==> src/hw/rtl/lbef_pkg.sv <==
// Shared types and constants for the letterbox empty fraction block.
// Controller commands, datapath status and the stream word layout.
// No dependencies.
`default_nettype none

package lbef_pkg;

  // fixed field widths of the stream words
  localparam int unsigned IN_W    = 12;
  localparam int unsigned OUT_W   = 24;
  localparam int unsigned S_TDATA_W = 4 * IN_W;
  localparam int unsigned M_TDATA_W = 2 * OUT_W;

  typedef enum logic [3:0] {
    ST_IDLE,
    ST_MUL_P,
    ST_MUL_Q,
    ST_DIFF,
    ST_CHECK,
    ST_STRIP,
    ST_GCD,
    ST_DIV_INIT,
    ST_DIV,
    ST_FINISH
  } state_e;

  // controller -> datapath
  typedef struct packed {
    logic load_in;
    logic mul_p;
    logic mul_q;
    logic diff;
    logic strip_step;
    logic gcd_step;
    logic div_start;
    logic div_step;
    logic load_out;
  } cmd_t;

  // datapath -> controller
  typedef struct packed {
    logic equal;      // cross products match, result is 0/1
    logic strip_done; // at least one operand is odd
    logic gcd_done;   // operands met
    logic div_last;   // final quotient bit this cycle
    logic out_free;   // output register can take a word
  } sts_t;

endpackage

`default_nettype wire

==> src/hw/rtl/lbef_div.sv <==
// Restoring divider lane, one quotient bit per step.
// Depends on nothing; instanced by lbef_dp.
`default_nettype none

module lbef_div #(
  parameter int unsigned W = 24
) (
  input  wire logic         clk_i,
  input  wire logic         start_i,
  input  wire logic         step_i,
  input  wire logic [W-1:0] dividend_i,
  input  wire logic [W-1:0] divisor_i,
  output logic      [W-1:0] quotient_o
);

  logic [W-1:0] rem_q, rem_d;
  logic [W-1:0] quo_q, quo_d;
  logic [W-1:0] dvs_q, dvs_d;
  logic [W:0]   trial;
  logic         fits;

  always_comb begin
    trial = {rem_q, quo_q[W-1]};
    fits  = trial >= {1'b0, dvs_q};
    rem_d = rem_q;
    quo_d = quo_q;
    dvs_d = dvs_q;
    if (start_i) begin
      rem_d = '0;
      quo_d = dividend_i;
      dvs_d = divisor_i;
    end else if (step_i) begin
      rem_d = fits ? W'(trial - {1'b0, dvs_q}) : W'(trial);
      quo_d = {quo_q[W-2:0], fits};
    end
  end

  always_ff @(posedge clk_i) begin
    rem_q <= rem_d;
    quo_q <= quo_d;
    dvs_q <= dvs_d;
  end

  assign quotient_o = quo_q;

endmodule

`default_nettype wire

==> src/hw/rtl/lbef_dp.sv <==
// Datapath: side registers, shared multiplier, difference, binary GCD,
// two divider lanes and the output register. Uses lbef_pkg and lbef_div.
`default_nettype none

module lbef_dp #(
  parameter int unsigned SIDE_BITS = 12
) (
  input  wire logic                            clk_i,
  input  wire logic                            rst_ni,
  input  wire lbef_pkg::cmd_t                  cmd_i,
  output lbef_pkg::sts_t                       sts_o,
  input  wire logic [lbef_pkg::S_TDATA_W-1:0]  in_data_i,
  input  wire logic                            out_ready_i,
  output logic                                 out_valid_o,
  output logic      [lbef_pkg::M_TDATA_W-1:0]  out_data_o
);

  localparam int unsigned SW = SIDE_BITS;
  localparam int unsigned PW = 2 * SIDE_BITS;
  localparam int unsigned KW = $clog2(PW);
  localparam int unsigned CW = $clog2(PW + 1);
  localparam int unsigned IW = lbef_pkg::IN_W;
  localparam int unsigned OW = lbef_pkg::OUT_W;

  logic [SW-1:0] sw_q, sh_q, fw_q, fh_q;
  logic [SW-1:0] mul_a, mul_b;
  logic [PW-1:0] prod;
  logic [PW-1:0] p_q, q_q;
  logic [PW-1:0] num_q, den_q;
  logic [PW-1:0] a_q, a_d, b_q, b_d;
  logic [KW-1:0] k_q, k_d;
  logic [CW-1:0] cnt_q, cnt_d;
  logic          equal_q;
  logic [PW-1:0] gcd_val;
  logic [PW-1:0] quo_num, quo_den;
  logic          out_valid_q, out_valid_d;
  logic [OW-1:0] out_num_q, out_den_q;

  // side registers, each field taken in its low SIDE_BITS bits
  always_ff @(posedge clk_i) begin
    if (cmd_i.load_in) begin
      sw_q <= SW'(in_data_i[IW-1:0]);
      sh_q <= SW'(in_data_i[2*IW-1:IW]);
      fw_q <= SW'(in_data_i[3*IW-1:2*IW]);
      fh_q <= SW'(in_data_i[4*IW-1:3*IW]);
    end
  end

  // one multiplier, used for both cross products
  always_comb begin
    mul_a = cmd_i.mul_q ? sh_q : sw_q;
    mul_b = cmd_i.mul_q ? fw_q : fh_q;
    prod  = PW'(mul_a) * PW'(mul_b);
  end

  always_ff @(posedge clk_i) begin
    if (cmd_i.mul_p) p_q <= prod;
    if (cmd_i.mul_q) q_q <= prod;
    if (cmd_i.diff) begin
      equal_q <= p_q == q_q;
      if (p_q > q_q) begin
        den_q <= p_q;
        num_q <= p_q - q_q;
      end else begin
        den_q <= q_q;
        num_q <= q_q - p_q;
      end
    end
  end

  // binary GCD: strip common twos, then shift / subtract until equal
  always_comb begin
    a_d = a_q;
    b_d = b_q;
    k_d = k_q;
    if (cmd_i.strip_step) begin
      a_d = a_q >> 1;
      b_d = b_q >> 1;
      k_d = k_q + KW'(1);
    end else if (cmd_i.gcd_step) begin
      if (!a_q[0]) begin
        a_d = a_q >> 1;
      end else if (!b_q[0]) begin
        b_d = b_q >> 1;
      end else if (a_q > b_q) begin
        a_d = a_q - b_q;
      end else begin
        b_d = b_q - a_q;
      end
    end
  end

  always_ff @(posedge clk_i) begin
    if (cmd_i.diff) begin
      a_q <= (p_q > q_q) ? p_q : q_q;
      b_q <= (p_q > q_q) ? (p_q - q_q) : (q_q - p_q);
      k_q <= '0;
    end else begin
      a_q <= a_d;
      b_q <= b_d;
      k_q <= k_d;
    end
  end

  assign gcd_val = a_q << k_q;

  // bit counter for the divider lanes
  always_comb begin
    cnt_d = cnt_q;
    if (cmd_i.div_start) begin
      cnt_d = CW'(PW);
    end else if (cmd_i.div_step) begin
      cnt_d = cnt_q - CW'(1);
    end
  end

  always_ff @(posedge clk_i or negedge rst_ni) begin
    if (!rst_ni) begin
      cnt_q <= '0;
    end else begin
      cnt_q <= cnt_d;
    end
  end

  lbef_div #(.W(PW)) u_div_num (
    .clk_i      (clk_i),
    .start_i    (cmd_i.div_start),
    .step_i     (cmd_i.div_step),
    .dividend_i (num_q),
    .divisor_i  (gcd_val),
    .quotient_o (quo_num)
  );

  lbef_div #(.W(PW)) u_div_den (
    .clk_i      (clk_i),
    .start_i    (cmd_i.div_start),
    .step_i     (cmd_i.div_step),
    .dividend_i (den_q),
    .divisor_i  (gcd_val),
    .quotient_o (quo_den)
  );

  // output register
  always_comb begin
    if (cmd_i.load_out) begin
      out_valid_d = 1'b1;
    end else if (out_ready_i) begin
      out_valid_d = 1'b0;
    end else begin
      out_valid_d = out_valid_q;
    end
  end

  always_ff @(posedge clk_i or negedge rst_ni) begin
    if (!rst_ni) begin
      out_valid_q <= 1'b0;
    end else begin
      out_valid_q <= out_valid_d;
    end
  end

  always_ff @(posedge clk_i) begin
    if (cmd_i.load_out) begin
      out_num_q <= equal_q ? '0 : OW'(quo_num);
      out_den_q <= equal_q ? OW'(1) : OW'(quo_den);
    end
  end

  assign out_valid_o = out_valid_q;
  assign out_data_o  = {out_den_q, out_num_q};

  always_comb begin
    sts_o.equal      = equal_q;
    sts_o.strip_done = a_q[0] | b_q[0];
    sts_o.gcd_done   = a_q == b_q;
    sts_o.div_last   = cnt_q == CW'(1);
    sts_o.out_free   = !out_valid_q || out_ready_i;
  end

endmodule

`default_nettype wire

==> src/hw/rtl/lbef_ctrl.sv <==
// Controller state machine: sequences multiply, GCD and divide steps.
// Uses lbef_pkg for the state enum and command/status structs.
`default_nettype none

module lbef_ctrl (
  input  wire logic           clk_i,
  input  wire logic           rst_ni,
  input  wire logic           in_valid_i,
  output logic                in_ready_o,
  input  wire lbef_pkg::sts_t sts_i,
  output lbef_pkg::cmd_t      cmd_o
);

  lbef_pkg::state_e state_q, state_d;

  always_comb begin
    state_d = state_q;
    unique case (state_q)
      lbef_pkg::ST_IDLE:     if (in_valid_i) state_d = lbef_pkg::ST_MUL_P;
      lbef_pkg::ST_MUL_P:    state_d = lbef_pkg::ST_MUL_Q;
      lbef_pkg::ST_MUL_Q:    state_d = lbef_pkg::ST_DIFF;
      lbef_pkg::ST_DIFF:     state_d = lbef_pkg::ST_CHECK;
      lbef_pkg::ST_CHECK: begin
        state_d = sts_i.equal ? lbef_pkg::ST_FINISH : lbef_pkg::ST_STRIP;
      end
      lbef_pkg::ST_STRIP:    if (sts_i.strip_done) state_d = lbef_pkg::ST_GCD;
      lbef_pkg::ST_GCD:      if (sts_i.gcd_done) state_d = lbef_pkg::ST_DIV_INIT;
      lbef_pkg::ST_DIV_INIT: state_d = lbef_pkg::ST_DIV;
      lbef_pkg::ST_DIV:      if (sts_i.div_last) state_d = lbef_pkg::ST_FINISH;
      lbef_pkg::ST_FINISH:   if (sts_i.out_free) state_d = lbef_pkg::ST_IDLE;
      default:               state_d = lbef_pkg::ST_IDLE;
    endcase
  end

  always_ff @(posedge clk_i or negedge rst_ni) begin
    if (!rst_ni) begin
      state_q <= lbef_pkg::ST_IDLE;
    end else begin
      state_q <= state_d;
    end
  end

  always_comb begin
    cmd_o      = '0;
    in_ready_o = 1'b0;
    unique case (state_q)
      lbef_pkg::ST_IDLE: begin
        in_ready_o    = 1'b1;
        cmd_o.load_in = in_valid_i;
      end
      lbef_pkg::ST_MUL_P:    cmd_o.mul_p = 1'b1;
      lbef_pkg::ST_MUL_Q:    cmd_o.mul_q = 1'b1;
      lbef_pkg::ST_DIFF:     cmd_o.diff  = 1'b1;
      lbef_pkg::ST_CHECK:    ;
      lbef_pkg::ST_STRIP:    cmd_o.strip_step = !sts_i.strip_done;
      lbef_pkg::ST_GCD:      cmd_o.gcd_step   = !sts_i.gcd_done;
      lbef_pkg::ST_DIV_INIT: cmd_o.div_start  = 1'b1;
      lbef_pkg::ST_DIV:      cmd_o.div_step   = 1'b1;
      lbef_pkg::ST_FINISH:   cmd_o.load_out   = sts_i.out_free;
      default:               ;
    endcase
  end

endmodule

`default_nettype wire

==> src/hw/rtl/letterbox_empty_fraction_top.sv <==
// Letterbox empty fraction: one item in, one reduced fraction out.
// When the ratios match, the result goes straight to the output register; otherwise the
// binary GCD steps (strip and shift/subtract) and the divider steps run first. The
// finished result waits until the output register is free. One item at a time: the next
// word is taken only after the result is loaded into the output register and the FSM is idle.
// rst_ni clears the controller, the divider bit counter and the output valid flag.
`default_nettype none

module letterbox_empty_fraction_top #(
  parameter int unsigned SIDE_BITS = 12
) (
  input  wire logic                            clk_i,
  input  wire logic                            rst_ni,
  input  wire logic                            s_axis_tvalid_i,
  output logic                                 s_axis_tready_o,
  // screen_width, screen_height, frame_width, frame_height (12 bits each)
  input  wire logic [lbef_pkg::S_TDATA_W-1:0]  s_axis_tdata_i,
  output logic                                 m_axis_tvalid_o,
  input  wire logic                            m_axis_tready_i,
  // empty_numerator, empty_denominator (24 bits each)
  output logic      [lbef_pkg::M_TDATA_W-1:0]  m_axis_tdata_o
);

  lbef_pkg::cmd_t cmd;
  lbef_pkg::sts_t sts;

  lbef_ctrl u_ctrl (
    .clk_i      (clk_i),
    .rst_ni     (rst_ni),
    .in_valid_i (s_axis_tvalid_i),
    .in_ready_o (s_axis_tready_o),
    .sts_i      (sts),
    .cmd_o      (cmd)
  );

  lbef_dp #(.SIDE_BITS(SIDE_BITS)) u_dp (
    .clk_i       (clk_i),
    .rst_ni      (rst_ni),
    .cmd_i       (cmd),
    .sts_o       (sts),
    .in_data_i   (s_axis_tdata_i),
    .out_ready_i (m_axis_tready_i),
    .out_valid_o (m_axis_tvalid_o),
    .out_data_o  (m_axis_tdata_o)
  );

endmodule

`default_nettype wire

==> config.mk <==
export PLATFORM = sky130hd
export DESIGN_NAME = letterbox_empty_fraction_top
export DESIGN_NICKNAME = d
export VERILOG_FILES = /design/src/hw/rtl/lbef_pkg.sv /design/src/hw/rtl/lbef_div.sv /design/src/hw/rtl/lbef_dp.sv /design/src/hw/rtl/lbef_ctrl.sv /design/src/hw/rtl/letterbox_empty_fraction_top.sv
export SDC_FILE = /design/constraint.sdc
export NUM_CORES = 1
export LEC_CHECK = 0
export ABC_AREA = 1
export BUFFER_PORTS_ARGS = -buffer_cell sky130_fd_sc_hd__buf_2
export CORE_UTILIZATION = 45
export CTS_CLUSTER_SIZE = 30
export DETAILED_ROUTE_END_ITERATION = 6
export HOLD_SLACK_MARGIN = 0.06
export PLACE_DENSITY = 0.66
export SETUP_SLACK_MARGIN = 0.05
export SKIP_CTS_REPAIR_TIMING = 1
export SYNTH_ARGS = -nofsm -noshare
export SYNTH_HDL_FRONTEND = slang
export SYNTH_SLANG_ARGS = --single-unit
==> constraint.sdc <==
create_clock -name clk_i -period 17.45 [get_ports clk_i]
set_input_delay 0.8725 -clock clk_i [delete_from_list [all_inputs] [get_ports clk_i]]
set_output_delay 0.8725 -clock clk_i [all_outputs]
set_load 0.005 [all_outputs]
==> metrics.md, run 1 <==
| Metric | Value |
|---|---|
| Status | complete, but fails checks |
| Failing checks | design-rule violations |
| Clk sinks | 376 |
| Max-slew headroom | 26.7% |
| Starting density of the core | ~46% |
| Kind of end point of the critical path | register |
| Worst-case reg-to-reg path depth | 24 |
| Setup violations, final | 0 |
| Synth cell types | 51 |
| Layout net count | 4639 |
| Mapped Avg Cell Area | 7.27 sq um |
| Worst Path Max Fanout | 47 |
| H-tree lvl count | 2 |
| Drt wl/cell | 18.0 um |
| Pin count of the biggest net entering global routing | 81 |
| Multi-input logic area | 16600 sq um |
| GR Util All Layers | 26.8% |
| CP Class | register to register |
| DRC violations left | 3 |
| Cell taking the most area after synthesis | edfxtp_1 |
| Die area | 69200 sq um |
| DRT Pass-1 Iters | 7 |
| Worst hold path class | input port to asynchronous set/reset pin |
| Worst Path Arrival | 7.48 ns |
| CTS Root Cell | clkbuf_16 |
| Area Overhead vs Synth | 8.67% |
| Worst-path clk slew | 0.06 ns |
| First-pass GRT wire length | 144 mm |
| Flops & latches, synth | 376 |
| Minimum clock period | 7.06 ns |
| Primary FF master, synth | edfxtp_1 |
| Vias in the first global route | 25700 |
| Routed WL | 93.2 mm |
| DR iter-0 viols | about 2400 |
| GRT overflow | 0 |
| Worst slew pin tran | 1.10 ns |
| Fin Clk Skew | 0.0280 ns |
| DPL Wire Length | 74.5 mm |
| GPL Wtd Cong | about 1.0 |
| Row count | 95 |
| ANT cells | 0 |
| DIE WIDTH | 263 um |
| Buffers on Ports | 101 |
| Worst R2R Start | u_ctrl.state_q[1] |
| Final hold violations | 0 |
| Placed instance area | 32000 sq um |
| FMAX | about 140 MHz |
| Vias per cell | approximately 5.2 |
| Final Max Tran Viols | 0 |
| Max cap viols | 0 |
| CP startpoint kind | register |
| Main area contributors after synthesis | edfxtp_1 31%, nand2_1 17%, inv_1 9.4% |
| Most common library cells after synthesis | 1368 x nand2_1, 767 x inv_1, 341 x nor2_1 |
| Final Cycle Share | 40.5% |
| FILL cells | 6725 |
| Flop-to-flop setup slack | 10.39 ns |
| Yosys warning total | 0 |
| RSZ-0062 raised after global routing | false |
| Reg area | 10700 sq um |
| Chip height | 263 um |
| Clk buf depth | 3 |
| Core area | 67300 sq um |
| CTS tree | done |
| Post-Synthesis Cells | 4220 |
| Initial antenna violation count | 1 |
| Layout cells sized above 1 | 5.51% |
| Syn_nets | 4587 |
| Setup TNS | 0 ns |
| Ports | 102 |
| Cell area after layout | between 30000 and 40000 sq um |
| Total number of vias | 27100 |
| CTS Buf Count | 43 |
| Mapped Area | around 31000 sq um |
| Most common cell in the netlist | nand2_1 |
| Worst EP required | roughly 18 ns |
| Hold_ws | ~0.18 ns |
| Ys async rst share | 2.66% |
| Register area share after synthesis | 34.9% |
| Worst-Skew Late Latency | 0.61 ns |
| Share of the synthesized area in the top cell type | 30.6% |
| EDFF count, synth | 313 |
| Reg-to-Reg End | u_dp.q_q[21] |
| DRT antenna net count | 0 |
-- routing by layer --
metal  part of all wire (%)  up-vias  wire length (um)  global-route usage (%)
met5                      0        -                 0                       0
met1                     45    12700             42100                    37.2
met4                    3.1        0              2890                    8.77
met2                     44      951             41300                    42.9
li1                       -    13400                 -                       -
met3                    7.3      150              6850                    3.78
-- through the flow --
stage,worst slack [ns],util [%],std cells
floorplan,11.48,-,4220
global placement,10.45,47.5,5100
detailed placement,10.38,47.5,5100
CTS,10.35,49.6,5175
global route,9.86,49.6,5175
finish,10.39,49.6,5175
-- placed cells by master (no fill, tap or decap), types with 7 or more instances in the layout --
cell type | Yosys | layout
nand2_1 | 1368 | 1368
inv_1 | 767 | 766
nor2_1 | 341 | 336
edfxtp_1 | 313 | 313
nand3_1 | 254 | 254
ha_1 | 209 | 209
o21ai_0 | 205 | 205
a21oi_1 | 147 | 147
fa_1 | 106 | 106
buf_2 | 16 | 101
nand4_1 | 73 | 73
xor2_1 | 54 | 54
dfxtp_1 | 53 | 53
clkbuf_16 | 0 | 43
xnor2_1 | 36 | 36
buf_4 | 4 | 25
nor3_1 | 23 | 22
o21ai_1 | 19 | 19
and2_1 | 16 | 16
o21bai_1 | 11 | 11
o211ai_1 | 10 | 10
dfrtp_1 | 10 | 10
nand3b_1 | 8 | 8
clkinv_1 | 3 | 7
a21o_1 | 7 | 7
o21a_1 | 7 | 7
nor2_4 | 2 | 7
o21ai_2 | 7 | 7
mux2i_1 | 7 | 7
-- worst max-delay path by stage --
stage / start / end / slack [ns] / depth (start not counted)
final: u_ctrl.state_q[1] / u_dp.q_q[21] / 10.39 / 24
after global routing: u_ctrl.state_q[1] / u_dp.q_q[23] / 9.86 / 24
after CTS: u_ctrl.state_q[1] / u_dp.q_q[23] / 10.35 / 24
after detailed placement: u_ctrl.state_q[1] / u_dp.p_q[22] / 10.38 / 26
after global placement: u_ctrl.state_q[1] / u_dp.p_q[23] / 10.45 / 24
after floorplan: u_ctrl.state_q[1] / u_dp.p_q[22] / 11.48 / 26
-- registers in the layout, summed over array words and instances, names as in the netlist, 24 cells and up --
signal and cells:
u_dp.num_q 24, u_dp.b_q 24, u_dp.den_q 24, u_dp.out_den_q 24, u_dp.u_div_den.quotient_o 24, u_dp.out_num_q 24
u_dp.q_q 24, u_dp.u_div_num.rem_q 24, u_dp.u_div_num.quotient_o 24, u_dp.u_div_num.dvs_q 24, u_dp.a_q 24, u_dp.p_q 24
u_dp.u_div_den.rem_q 24
-- final cells by class --
cell class / instances / share of cell area, %
clock buffers: 50 / 3.37
flip-flops and latches: 376 / 32.1
repair buffers: 126 / 2.08
clock inverters: 25 / 0.736
inverters: 775 / 8.73
multi-input cells: 2950 / 49.7
well taps: 873 / 3.28
-- logic make-up after synthesis --
group / share of synthesized area (%)
xor+xnor: 2.57
compound gates: 7.44
fa+ha+maj: 15.4
simple gates: 28.2
buf+inv: 11.2
mux: 0.228
flops: 34.9
-- critical path: stages (launching register included) --
cell      delay (ns)
dfrtp_1         0.42
inv_1           0.10
nor2_1          0.04
nand2_1         0.08
buf_4           0.38
inv_1           0.59
or2_2           0.48
o21ai_0         0.16
clkinv_1        0.41
nand2_1         0.20
fa_1            0.43
fa_1            0.52
inv_1           0.06
fa_1            0.49
fa_1            0.49
inv_1           0.05
fa_1            0.47
inv_1           0.04
ha_1            0.34
a21oi_1         0.28
o21ai_0         0.15
a21oi_1         0.14
nand2_1         0.13
a21oi_1         0.19
xor2_1          0.20
Power of run 1 is left out: the tool's default activity adds up to more than one toggle a clock period on the data nets, which glitch-free logic cannot reach.
==> inputs of run 2 (changes only) <==
Clock period 17.45 ns to 6.6 ns, I/O delays scaled along.
==> run 2 against run 1 <==
The run now ends clean. Flip-flop and latch count unchanged. Design area increased by 2.1%. Clock-buffer cell count is 6 higher. Sequential share of layout area fell by 0.65 points. Wire length increased by 2.5%. Final cell count is 1.3% higher. Clock skew increased by 0.0011 ns. First-iteration DRC count increased by 8.5%. Worst hold slack worse by 0.13 ns. Critical path type unchanged.
==> metrics.md, run 2 (same netlist as run 1, synthesis figures left out) <==
| Metric | Value |
|---|---|
| Status | completed |
| Hold path depth | 4 |
| DIE WIDTH | 263 um (unchanged) |
| Worst hold path class | input port to register |
| Slowest cell on crit path | fa_1 |
| Setup TNS | 0 ns (unchanged) |
| Drt wl/cell | 18.2 um (+1.2%) |
| DPL Wire Length | 75.7 mm (+1.5%) |
| Core area | 67300 sq um (unchanged) |
| Final Max Tran Viols | 0 (unchanged) |
| Chip height | 263 um (unchanged) |
| DR iter-0 viols | 2630 (+8.5%) |
| Cell area after layout | 34000 sq um (+2.1%) |
| Max incr delay on CP | 0.57 ns (-0.02 ns) |
| H-tree lvl count | 2 (unchanged) |
| Worst slew pin tran | 1.12 ns (+0.0225 ns) |
| Commonest non-fill, non-tap cell in the layout | nand2_1 |
| Worst Path Arrival | 6.38 ns (-1.10 ns) |
| Vias per cell | 5.18 (-1.2%) |
| Layout net count | 4703 (+1.4%) |
| Most frequent cells in the layout | 1368 x nand2_1, 766 x inv_1, 336 x nor2_1 |
| Starting density of the core | 45.6% (unchanged) |
| Reg-to-Reg End | u_dp.q_q[23] |
| Minimum clock period | 6.08 ns (-0.980 ns) |
| GPL Wtd Cong | 1.01 (+0.42%) |
| Worst-path clk slew | 0.06 ns (about the same) |
| DRT Pass-1 Iters | 6 (-1) |
| Initial antenna violation count | 1 (unchanged) |
| Buffers on Ports | 101 (unchanged) |
| CP Class | register to register |
| Final setup margin | 0.516 ns (-9.87 ns) |
| WHS Endpoint | u_dp.out_valid_o |
| HP Start | m_axis_tready_i |
| Worst Path Max Fanout | 27 (-43%) |
| Routed WL | 95.6 mm (+2.5%) |
| Max-slew headroom | 25.2% (-1.5 points) |
| Clk buf depth | 3 (unchanged) |
| Total number of vias | 27200 (+0.12%) |
| CTS tree | done |
| CTS Root Cell | clkbuf_16 |
| Die area | 69200 sq um (unchanged) |
| Vias in the first global route | 25400 (-1.2%) |
| CTS Buf Count | 45 (+4.7%) |
| Area Overhead vs Synth | 10.9% |
| Ports | 102 (unchanged) |
| Setup violations, final | 0 (unchanged) |
| Fin Clk Skew | 0.0291 ns (+0.00107 ns) |
| Placed instance area | 32100 sq um (+0.31%) |
| Final hold violations | 0 (unchanged) |
| DRC violations left | 0 (-3) |
| CP dominant cell by count | fa_1 |
| Kind of end point of the critical path | register |
| Final Cycle Share | 92.2% (+52 points) |
| Clk sinks | 376 (unchanged) |
| DRT antenna net count | 0 (unchanged) |
| Max cap viols | 0 (unchanged) |
| Worst R2R Start | u_ctrl.state_q[3] |
| Layout cells sized above 1 | 5.79% (+0.28 points) |
| CP startpoint kind | register |
| Pin count of the biggest net entering global routing | 93 (+15%) |
| Worst-case reg-to-reg path depth | 20 (-17%) |
| Critical Path, Cell by Cell | nor2_1 -> nand2_1 -> buf_4 -> o21ai_1 -> inv_1 -> nor2_1 -> fa_1 -> fa_1 -> fa_1 -> fa_1 -> inv_1 -> fa_1 -> inv_1 -> ha_1 -> a21oi_1 -> o21ai_0 -> a21o_1 -> nand2_1 -> nand4_1 -> xor2_1 |
| Flop-to-flop setup slack | 0.52 ns (-9.87 ns) |
| GR Util All Layers | 27.0% (+0.23 points) |
| ANT cells | 0 (unchanged) |
| Dpl ws | 0.438 ns (-9.94 ns) |
| First-pass GRT wire length | 145 mm (+0.59%) |
| Core Util, Final | 50.6% (+1.0 points) |
| FMAX | 164 MHz (+16%) |
| Row count | 95 (unchanged) |
| Worst-Skew Late Latency | 0.60 ns (about the same) |
| GRT overflow | 0 (unchanged) |
| Worst EP required | 6.90 ns (-10.97 ns) |
| RSZ-0062 raised after global routing | false |
-- run 2: cell count changes in the layout (fill, tap and decap cells not counted), sizes merged --
cell         previous run  this run
buf                   126       139
bufinv                  1         3
clkbuf                 50        56
clkinv                 19        15
clkinvlp                2         5
dlygate4sd3             0        49
inv                   778       777
-- run 2: final cells by class --
class	instances	area [sq um]
Fill cell	6729	33200
Multi-Input combinational cell	2950	16600
Sequential cell	376	10700
Inverter	775	2910
Timing Repair Buffer	188	1280
Clock buffer	56	1180
Tap cell	873	1090
Clock inverter	25	288
-- run 2: critical path, delay by kind of cell, from the launching register on --
family / cells / cell delay (ns)
fa+ha+maj: 6 / 2.76
xor+xnor: 1 / 0.18
buf+inv: 4 / 0.61
compound gates: 4 / 1.11
flops: 1 / 0.41
simple gates: 5 / 0.73
-- run 2: metrics by stage --
step | instances | hold slack [ns]
2_1_floorplan | 4220 | 0.0344
3_3_place_gp | 5113 | 0.262
3_5_place_dp | 5113 | 0.264
4_1_cts | 5194 | -0.379
5_1_grt | 5243 | 0.0905
6_report | 5243 | 0.0470
-- run 2: worst max path at each step --
stage	start	to	slack, ns	cells after the start
CTS	u_ctrl.state_q[3]	u_dp.q_q[23]	0.40	20
detailed placement	u_ctrl.state_q[3]	u_dp.p_q[23]	0.44	20
finish	u_ctrl.state_q[3]	u_dp.q_q[23]	0.52	20
global placement	u_ctrl.state_q[3]	u_dp.p_q[23]	0.47	20
global route	u_ctrl.state_q[3]	u_dp.q_q[21]	0.08	20
floorplan	u_ctrl.state_q[1]	u_dp.p_q[22]	0.63	26
-- run 2: metal layers --
layer / GRT usage, % / up-vias / share of wire (%)
met4: 7.92 / 0 / 2.8
met3: 3.26 / 126 / 7.6
li1: - / 13500 / -
met2: 42.4 / 947 / 44
met1: 38.9 / 12600 / 45
met5: 0 / - / 0
Power of run 2 is left out for the same reason.
